===== config.mk =====
export PLATFORM = sky130hd
export DESIGN_NAME = hot_file_tag_table_top
export DESIGN_NICKNAME = d
export VERILOG_FILES = /design/src/rtl/core/hftt_pkg.sv /design/src/rtl/core/hftt_in_stage.sv /design/src/rtl/core/hftt_table.sv /design/src/rtl/core/hot_file_tag_table_top.sv
export SDC_FILE = /design/constraint.sdc
export NUM_CORES = 2
export LEC_CHECK = 0
export BUFFER_PORTS_ARGS = -buffer_cell sky130_fd_sc_hd__buf_4
export CAP_MARGIN = 0
export CORE_MARGIN = 1.5
export CORE_UTILIZATION = 30
export DETAILED_ROUTE_END_ITERATION = 10
export PLACE_DENSITY = 0.5
export SYNTH_ARGS = -nofsm -noshare
export SYNTH_HDL_FRONTEND = slang
export SYNTH_SLANG_ARGS = --single-unit

===== constraint.sdc =====
create_clock -name i_clk -period 28.5 [get_ports i_clk]
set_input_delay 4.275 -clock i_clk [delete_from_list [all_inputs] [get_ports i_clk]]
set_output_delay 4.275 -clock i_clk [all_outputs]
set_load 0.02 [all_outputs]

===== src/rtl/core/hftt_pkg.sv =====
package hftt_pkg;

    // Number of entries in the table.
    localparam int TABLE_ENTRIES = 16;
    localparam int IDX_W         = (TABLE_ENTRIES > 1) ? $clog2(TABLE_ENTRIES) : 1;

    localparam int HEAD_W  = 64;
    localparam int TAIL_W  = 40;
    localparam int INO_W   = 16;
    localparam int TIME_W  = 32;
    localparam int COUNT_W = 32;
    localparam int SLOT_W  = 4;

    typedef enum logic [1:0] {
        REQ_LOOKUP = 2'd0,
        REQ_UPDATE = 2'd1,
        REQ_REMOVE = 2'd2,
        REQ_QUERY  = 2'd3
    } t_req_type;

    typedef enum logic [1:0] {
        ST_HIT      = 2'd0,
        ST_MISS     = 2'd1,
        ST_INSERTED = 2'd2,
        ST_FULL     = 2'd3
    } t_status;

    typedef struct packed {
        t_req_type           req_type;
        logic [HEAD_W-1:0]   name_head;
        logic [TAIL_W-1:0]   name_tail;
        logic [INO_W-1:0]    key_ino;
        logic [TIME_W-1:0]   now_time;
    } t_req;

    typedef struct packed {
        t_status             status;
        logic [INO_W-1:0]    found_ino;
        logic [COUNT_W-1:0]  count_out;
        logic [SLOT_W-1:0]   slot_out;
    } t_result;

endpackage


===== src/rtl/core/hftt_in_stage.sv =====
module hftt_in_stage import hftt_pkg::*; (
    input  logic                i_clk,
    input  logic                i_rst_n,
    input  logic                i_take,
    input  logic [1:0]          i_req_type,
    input  logic [HEAD_W-1:0]   i_name_head,
    input  logic [TAIL_W-1:0]   i_name_tail,
    input  logic [INO_W-1:0]    i_key_ino,
    input  logic [TIME_W-1:0]   i_now_time,
    output logic                o_valid,
    output t_req                o_req
);

    logic [103:0] n_name;
    logic [12:0]  ended;
    logic         r_valid;
    t_req         r_req;
    t_req         n_req;

    // Every byte after the first zero byte of the name is cleared.
    always_comb begin
        n_name   = {i_name_tail, i_name_head};
        ended[0] = 1'b0;
        for (int b = 1; b < 13; b++) begin
            ended[b] = ended[b-1] | (n_name[8*(b-1) +: 8] == 8'h00);
        end
        for (int b = 0; b < 13; b++) begin
            if (ended[b]) begin
                n_name[8*b +: 8] = 8'h00;
            end
        end
        n_req.req_type  = t_req_type'(i_req_type);
        n_req.name_head = n_name[HEAD_W-1:0];
        n_req.name_tail = n_name[HEAD_W +: TAIL_W];
        n_req.key_ino   = i_key_ino;
        n_req.now_time  = i_now_time;
    end

    always_ff @(posedge i_clk) begin
        if (!i_rst_n) begin
            r_valid <= 1'b0;
        end else begin
            r_valid <= i_take;
        end
    end

    always_ff @(posedge i_clk) begin
        if (i_take) begin
            r_req <= n_req;
        end
    end

    assign o_valid = r_valid;
    assign o_req   = r_req;

endmodule


===== src/rtl/core/hftt_table.sv =====
module hftt_table import hftt_pkg::*; (
    input  logic    i_clk,
    input  logic    i_rst_n,
    input  logic    i_valid,
    input  t_req    i_req,
    output t_result o_res
);

    localparam logic [TABLE_ENTRIES-1:0] ONE = TABLE_ENTRIES'(1);

    logic [HEAD_W-1:0]  r_head  [TABLE_ENTRIES];
    logic [TAIL_W-1:0]  r_tail  [TABLE_ENTRIES];
    logic [INO_W-1:0]   r_ino   [TABLE_ENTRIES];
    logic [COUNT_W-1:0] r_count [TABLE_ENTRIES];
    logic [TIME_W-1:0]  r_first [TABLE_ENTRIES];
    logic [TIME_W-1:0]  r_last  [TABLE_ENTRIES];

    logic [TABLE_ENTRIES-1:0] live, name_hit, ino_hit, rm_hit;
    logic [TABLE_ENTRIES-1:0] name_first, ino_first, rm_first, free_first;
    logic [TABLE_ENTRIES-1:0] sel, bump, ins, clr;
    logic [IDX_W-1:0]         sel_idx;
    logic [INO_W-1:0]         sel_ino;
    logic [COUNT_W-1:0]       sel_count, inc_count;

    always_comb begin
        for (int i = 0; i < TABLE_ENTRIES; i++) begin
            live[i]     = (r_count[i] != '0);
            name_hit[i] = live[i] && (r_head[i] == i_req.name_head)
                          && (r_tail[i] == i_req.name_tail);
            ino_hit[i]  = live[i] && (r_ino[i] == i_req.key_ino);
            rm_hit[i]   = name_hit[i] | ino_hit[i];
        end
        // Lowest set bit of each match vector.
        name_first = name_hit & (~name_hit + ONE);
        ino_first  = ino_hit & (~ino_hit + ONE);
        rm_first   = rm_hit & (~rm_hit + ONE);
        free_first = ~live & (live + ONE);

        case (i_req.req_type)
            REQ_LOOKUP: sel = name_first;
            REQ_UPDATE: sel = (|name_hit) ? name_first : free_first;
            REQ_REMOVE: sel = rm_first;
            default:    sel = ino_first;
        endcase

        sel_idx   = '0;
        sel_ino   = '0;
        sel_count = '0;
        for (int i = 0; i < TABLE_ENTRIES; i++) begin
            if (sel[i]) begin
                sel_idx   = sel_idx | IDX_W'(i);
                sel_ino   = sel_ino | r_ino[i];
                sel_count = sel_count | r_count[i];
            end
        end
        inc_count = (sel_count == '1) ? sel_count : sel_count + COUNT_W'(1);

        bump = '0;
        ins  = '0;
        clr  = '0;
        if (i_valid) begin
            case (i_req.req_type)
                REQ_LOOKUP: bump = name_first;
                REQ_UPDATE: begin
                    bump = name_first;
                    ins  = (|name_hit) ? '0 : free_first;
                end
                REQ_REMOVE: clr = rm_hit;
                default:    ;
            endcase
        end

        o_res.status    = ST_MISS;
        o_res.found_ino = '0;
        o_res.count_out = '0;
        o_res.slot_out  = '0;
        case (i_req.req_type)
            REQ_LOOKUP: begin
                if (|name_hit) begin
                    o_res.status    = ST_HIT;
                    o_res.found_ino = sel_ino;
                    o_res.count_out = inc_count;
                    o_res.slot_out  = SLOT_W'(sel_idx);
                end
            end
            REQ_UPDATE: begin
                if (|name_hit) begin
                    o_res.status    = ST_HIT;
                    o_res.count_out = inc_count;
                    o_res.slot_out  = SLOT_W'(sel_idx);
                end else if (|free_first) begin
                    o_res.status    = ST_INSERTED;
                    o_res.count_out = COUNT_W'(1);
                    o_res.slot_out  = SLOT_W'(sel_idx);
                end else begin
                    o_res.status = ST_FULL;
                end
            end
            REQ_REMOVE: begin
                if (|rm_hit) begin
                    o_res.status   = ST_HIT;
                    o_res.slot_out = SLOT_W'(sel_idx);
                end
            end
            default: begin
                if (|ino_hit) begin
                    o_res.status    = ST_HIT;
                    o_res.count_out = sel_count;
                    o_res.slot_out  = SLOT_W'(sel_idx);
                end
            end
        endcase
    end

    // The count alone decides whether an entry is live, so only it is reset.
    always_ff @(posedge i_clk) begin
        if (!i_rst_n) begin
            for (int i = 0; i < TABLE_ENTRIES; i++) begin
                r_count[i] <= '0;
            end
        end else begin
            for (int i = 0; i < TABLE_ENTRIES; i++) begin
                if (clr[i]) begin
                    r_count[i] <= '0;
                end else if (ins[i]) begin
                    r_count[i] <= COUNT_W'(1);
                end else if (bump[i]) begin
                    r_count[i] <= inc_count;
                end
            end
        end
    end

    always_ff @(posedge i_clk) begin
        for (int i = 0; i < TABLE_ENTRIES; i++) begin
            if (clr[i]) begin
                r_head[i]  <= '0;
                r_tail[i]  <= '0;
                r_ino[i]   <= '0;
                r_first[i] <= '0;
                r_last[i]  <= '0;
            end else if (ins[i]) begin
                r_head[i]  <= i_req.name_head;
                r_tail[i]  <= i_req.name_tail;
                r_ino[i]   <= i_req.key_ino;
                r_first[i] <= i_req.now_time;
                r_last[i]  <= i_req.now_time;
            end else if (bump[i]) begin
                r_last[i]  <= i_req.now_time;
            end
        end
    end

endmodule


===== src/rtl/core/hot_file_tag_table_top.sv =====
// Channel   Handshake          Width   Beat carries
// request   start / busy       154     i_req_type, i_name_head, i_name_tail,
//                                      i_key_ino, i_now_time
// result    o_valid (strobe)   54      o_status, o_found_ino, o_count_out, o_slot_out
//
// A request is taken on every clock edge at which start is high; busy is never raised.
// Its result passes through the input register and then the result register, into which
// the associative compare, priority pick and entry update settle.
// The table update lands on the same edge as the result, so back-to-back requests see it.
// Reset is synchronous and active low; it empties the table and clears both strobes.
// The receiver cannot stall: every result beat is shown for one cycle only.
module hot_file_tag_table_top import hftt_pkg::*; (
    input  logic                i_clk,
    input  logic                i_rst_n,
    input  logic                start,
    output logic                busy,
    input  logic [1:0]          i_req_type,
    input  logic [HEAD_W-1:0]   i_name_head,
    input  logic [TAIL_W-1:0]   i_name_tail,
    input  logic [INO_W-1:0]    i_key_ino,
    input  logic [TIME_W-1:0]   i_now_time,
    output logic                o_valid,
    output logic [1:0]          o_status,
    output logic [INO_W-1:0]    o_found_ino,
    output logic [COUNT_W-1:0]  o_count_out,
    output logic [SLOT_W-1:0]   o_slot_out
);

    logic    req_valid;
    t_req    req;
    t_result res;
    logic    r_valid;
    t_result r_res;

    // No stage ever stalls, so the block never refuses a beat.
    assign busy = 1'b0;

    // Input register; the name is normalised on its way in.
    hftt_in_stage u_in_stage (
        .i_clk       (i_clk),
        .i_rst_n     (i_rst_n),
        .i_take      (start),
        .i_req_type  (i_req_type),
        .i_name_head (i_name_head),
        .i_name_tail (i_name_tail),
        .i_key_ino   (i_key_ino),
        .i_now_time  (i_now_time),
        .o_valid     (req_valid),
        .o_req       (req)
    );

    // Entry store with parallel compares; it updates itself when req_valid is high.
    hftt_table u_table (
        .i_clk   (i_clk),
        .i_rst_n (i_rst_n),
        .i_valid (req_valid),
        .i_req   (req),
        .o_res   (res)
    );

    // Result register.
    always_ff @(posedge i_clk) begin
        if (!i_rst_n) begin
            r_valid <= 1'b0;
        end else begin
            r_valid <= req_valid;
        end
    end

    always_ff @(posedge i_clk) begin
        if (req_valid) begin
            r_res <= res;
        end
    end

    assign o_valid     = r_valid;
    assign o_status    = r_res.status;
    assign o_found_ino = r_res.found_ino;
    assign o_count_out = r_res.count_out;
    assign o_slot_out  = r_res.slot_out;

`ifndef SYNTHESIS
    // Every accepted request yields its result after the input and result registers.
    a_latency: assert property (@(posedge i_clk) disable iff (!i_rst_n)
        (start && !busy) |-> ##2 o_valid)
        else $error("request without result");

    // No result beat without a request taken earlier.
    a_no_spurious: assert property (@(posedge i_clk) disable iff (!i_rst_n)
        o_valid |-> $past(start, 2))
        else $error("result without request");

    // A full table reports nothing else.
    a_full_zero: assert property (@(posedge i_clk) disable iff (!i_rst_n)
        (o_valid && o_status == ST_FULL) |->
            (o_slot_out == '0 && o_count_out == '0 && o_found_ino == '0))
        else $error("full status with non-zero fields");

    // An inode is only returned on a hit.
    a_ino_hit: assert property (@(posedge i_clk) disable iff (!i_rst_n)
        (o_valid && o_found_ino != '0) |-> (o_status == ST_HIT))
        else $error("inode returned without a hit");
`endif

endmodule


==> results.sh <==
export IMPL_num_nets_final=10400
export IMPL_path_class="reg2reg"
export IMPL_relSlewSlack=0.0490
export IMPL_start_kind="flip-flop"
export IMPL_cp_required_ns=29.14
export IMPL_finalSetupTns_ns=0
export IMPL_via_count=86900
export IMPL_grt_overflow_total=0
export IMPL_crit_path_end_kind="flip-flop"
export IMPL_cp_arrival_ns=10.92
export IMPL_synth_cell_types=99
export IMPL_totalPowerFinal_mw=8.97
export IMPL_syn_nets=10400
export IMPL_htreeDepth=5
export IMPL_pwr_density_cell_nw_per_um2=61.3
export IMPL_cp_max_fo=38
export IMPL_drc=0
export IMPL_hold_slack_ns=0.768
export IMPL_viasPerCell=5.38
export IMPL_cts_resized=0
export IMPL_postRouteAntennaNets=0
export IMPL_fin_crit_ns=10.28
export IMPL_cts_sinks=2610
export IMPL_detailed_place_hpwl_um=335000
export IMPL_synth_area_per_cell_um2=12.6
export IMPL_worst_slew_pin_slew_ns=1.41
export IMPL_fp_dieW_um=658
export IMPL_path_cells="nor4_1 > nand4_1 > nor2_1 > o2bb2ai_1 > nor4b_2 > nand3_1 > nor3_1 > a211o_2 > buf_4 > a22o_1 > a311oi_1 > and3_1 > nor4_1 > and3_1 > a311oi_1 > xnor2_4 > o22ai_1"
export IMPL_holdPathEnd="o_valid$_SDFF_PN0_"
export IMPL_grt_pass1_wl_um=697000
export IMPL_placed_area_um2=137000
export IMPL_fin_area_um2=146000
export IMPL_gp_congestion=0.925
export IMPL_clock_skew_ns=0.124
export IMPL_finalSetupViolCount=0
export IMPL_drv_slew=0
export IMPL_critPathMaxStageDelay_ns=0.94
export IMPL_crit_slowest_cell="and3_1"
export IMPL_ys_ff_latch=2610
export IMPL_grt_max_degree=123
export IMPL_grt_pass1_vias=83500
export IMPL_clkTransAtPathRegs_ns=0.06
export IMPL_rows=240
export IMPL_clk_latency_ns=0.99
export IMPL_drive_gt1_frac=0.107
export IMPL_antenna_found_initial=58
export IMPL_outcome="completed"
export IMPL_core_region_area_um2=427000
export IMPL_hp_class="reg2reg"
export IMPL_rsz0062_at_grt="false"
export IMPL_async_flop_share=0
export IMPL_track_usage=0.229
export IMPL_area_growth_syn_to_layout_pct=13.6
export IMPL_r2r_slack_ns=18.22
export IMPL_final_cells=16200
export IMPL_drt_iter0_markers=12600
export IMPL_p_leak_nw=51.9
export IMPL_wire_per_inst_um=31.7
export IMPL_dieArea_um2=433000
export IMPL_min_delay_start="u_in_stage.o_valid$_SDFF_PN0_"
export IMPL_period_share=0.361
export IMPL_netlist_instances=10200
export IMPL_ctsHoldBuffers=0
export IMPL_cts_tree="yes"
export IMPL_synth_edf_count=2608
export IMPL_r2r_cells=17
export IMPL_dp_cells=15600
export IMPL_pin_count=213
export IMPL_ys_flop_type="edfxtp_1"
export IMPL_port_buffers=179
export IMPL_peakVddDrop_uv=47.0
export IMPL_die_h_um=658
export IMPL_crit_buf_inv=1
export IMPL_fmax_mhz=97.3
export IMPL_crit_family="simple AND/OR/NAND/NOR gates"
export IMPL_dr_pass1_iters=8
export IMPL_cts_root_buf="clkbuf_16"
export IMPL_cap_violations=0
export IMPL_yosysWarnings=0
export IMPL_start_util=0.302
export IMPL_cts_buffer_depth=4
export IMPL_final_hold_viol_count=0
export IMPL_timing_rr_end="o_count_out[15]$_DFFE_PP_"
export IMPL_r2r_start="u_table.r_count[0][21]$_SDFFCE_PN0P_"
export IMPL_hold_path_depth=1
export IMPL_cts_buffers=313
export IMPL_cts_setup_buffers=0
export IMPL_drt_total_wl_um=512000
export IMPL_yosysSeqAreaShare=0.608
export IMPL_synth_area_um2=129000
## worst max-delay path by stage
| stage | start | to | slack, ns | cells past startpoint |
|---|---|---|---|---|
| floorplan | u_in_stage.o_req[130]$_SDFFCE_PP0P_ | u_table.r_count[0][320]$_SDFFCE_PN0P_ | 15.88 | 9 |
| global placement | i_name_head[1] | u_in_stage.o_req[85]$_SDFFCE_PP0P_ | 17.43 | 17 |
| detailed placement | i_name_head[3] | u_in_stage.o_req[84]$_SDFFCE_PP0P_ | 17.08 | 17 |
| CTS | i_name_head[3] | u_in_stage.o_req[84]$_SDFFCE_PP0P_ | 18.12 | 17 |
| global route | i_name_head[7] | u_in_stage.o_req[84]$_SDFFCE_PP0P_ | 17.29 | 17 |
| finish | u_table.r_count[0][21]$_SDFFCE_PN0P_ | o_count_out[15]$_DFFE_PP_ | 18.22 | 17 |
## state kept, by name, summed over array words and instances (netlist names), 2 cells and up
signal,flops
u_in_stage.o_req,122
o_slot_out,4
o_count_out,32
o_found_ino,16
o_status,2
u_table.r_ino,256
u_table.r_tail,640
u_table.r_count,512
u_table.r_head,1024
## routing by layer
layer / wire [um] / part of all wire / GRT usage
met1: 212000 / 0.41 / 0.309
met2: 239000 / 0.47 / 0.372
met3: 39900 / 0.078 / 0.0306
met4: 21400 / 0.042 / 0.0881
met5: 13 / 0.000025 / 0
## logic make-up (layout without fill, tap and decap cells)
logic type | count (synthesis) | in the layout | share of synthesized area
fa+ha+maj | 1 | 1 | 0.0000971
mux | 2 | 2 | 0.000155
compound gates | 580 | 580 | 0.0373
other cells | 1 | 25 | 0.0000291
flops | 2610 | 2610 | 0.608
simple gates | 4137 | 4137 | 0.188
buf+inv | 965 | 1169 | 0.0340
xor+xnor | 1948 | 1948 | 0.133
## cells in the mapped netlist, types with 20 or more instances
library cell	instances	share of area
nor3_1	117	0.0045
o21ai_0	40	0.0016
a22o_1	81	0.0055
nand3_1	82	0.0032
xnor2_1	263	0.018
and3_1	266	0.013
inv_1	41	0.0012
buf_2	303	0.012
a21oi_1	24	0.00093
or3b_2	21	0.0014
nor4_1	728	0.035
a221oi_1	70	0.0048
edfxtp_1	2608	0.61
a222oi_1	75	0.0058
and4_1	20	0.0014
buf_4	76	0.0044
or4_1	21	0.0012
clkbuf_1	502	0.015
buf_1	29	0.00084
or3_1	21	0.0010
xor2_1	1683	0.11
nand4_1	268	0.013
and2_1	1819	0.088
nor2_1	503	0.015
a22oi_1	61	0.0036
nand2_1	196	0.0057
## layout make-up
class,count,area [um^2]
Clock buffer,398,8240
Tap cell,5687,7120
Inverter,42,160
Clock inverter,154,1400
Sequential cell,2610,78400
Antenna cell,24,60.1
Timing Repair Buffer,575,4380
Multi-Input combinational cell,6669,46600
Fill cell,41700,281000
## cells in the final DEF, fill, tap and decap left out, types with 11 or more instances in the layout
master     instances
diode_2           24
a22o_1            81
clkinv_2          35
nand2_1          192
or3b_2            21
a22oi_1           61
a32oi_1           11
a21boi_0          12
or4_1             21
bufinv_16         15
and4_1            19
nor3_1           110
inv_1             40
o22ai_1           13
o211ai_1          17
a32o_1            14
a222oi_1          75
a21oi_1           24
xnor2_1          258
xor2_1          1683
a311oi_1          11
clkbuf_1          81
or3_1             18
a41oi_1           19
o21ai_0           36
buf_4            569
and2_1          1819
and3_1           265
edfxtp_1        2608
a221oi_1          70
clkinv_1          74
nor4_1           710
nor4_2            17
nand4_1          268
nand3_1           82
nor2_1           493
a31oi_1           15
or2_2             19
clkbuf_16        317
## power breakdown
part           leakage, nW  switching, mW  total (mW)  internal [mW]
Sequential            25.6         0.0446        4.28           4.23
Combinational         21.7          0.609       0.801          0.192
Clock                 4.68           1.70        3.89           2.19
Total                 51.9           2.36        8.97           6.61
## stage by stage
step	worst slack, ns	util
2_1_floorplan	15.88	-
3_3_place_gp	17.43	0.320
3_5_place_dp	17.08	0.320
4_1_cts	18.12	0.342
5_1_grt	17.29	0.342
6_report	18.22	0.343
No activity file was read; power rests on OpenSTA's default activity.
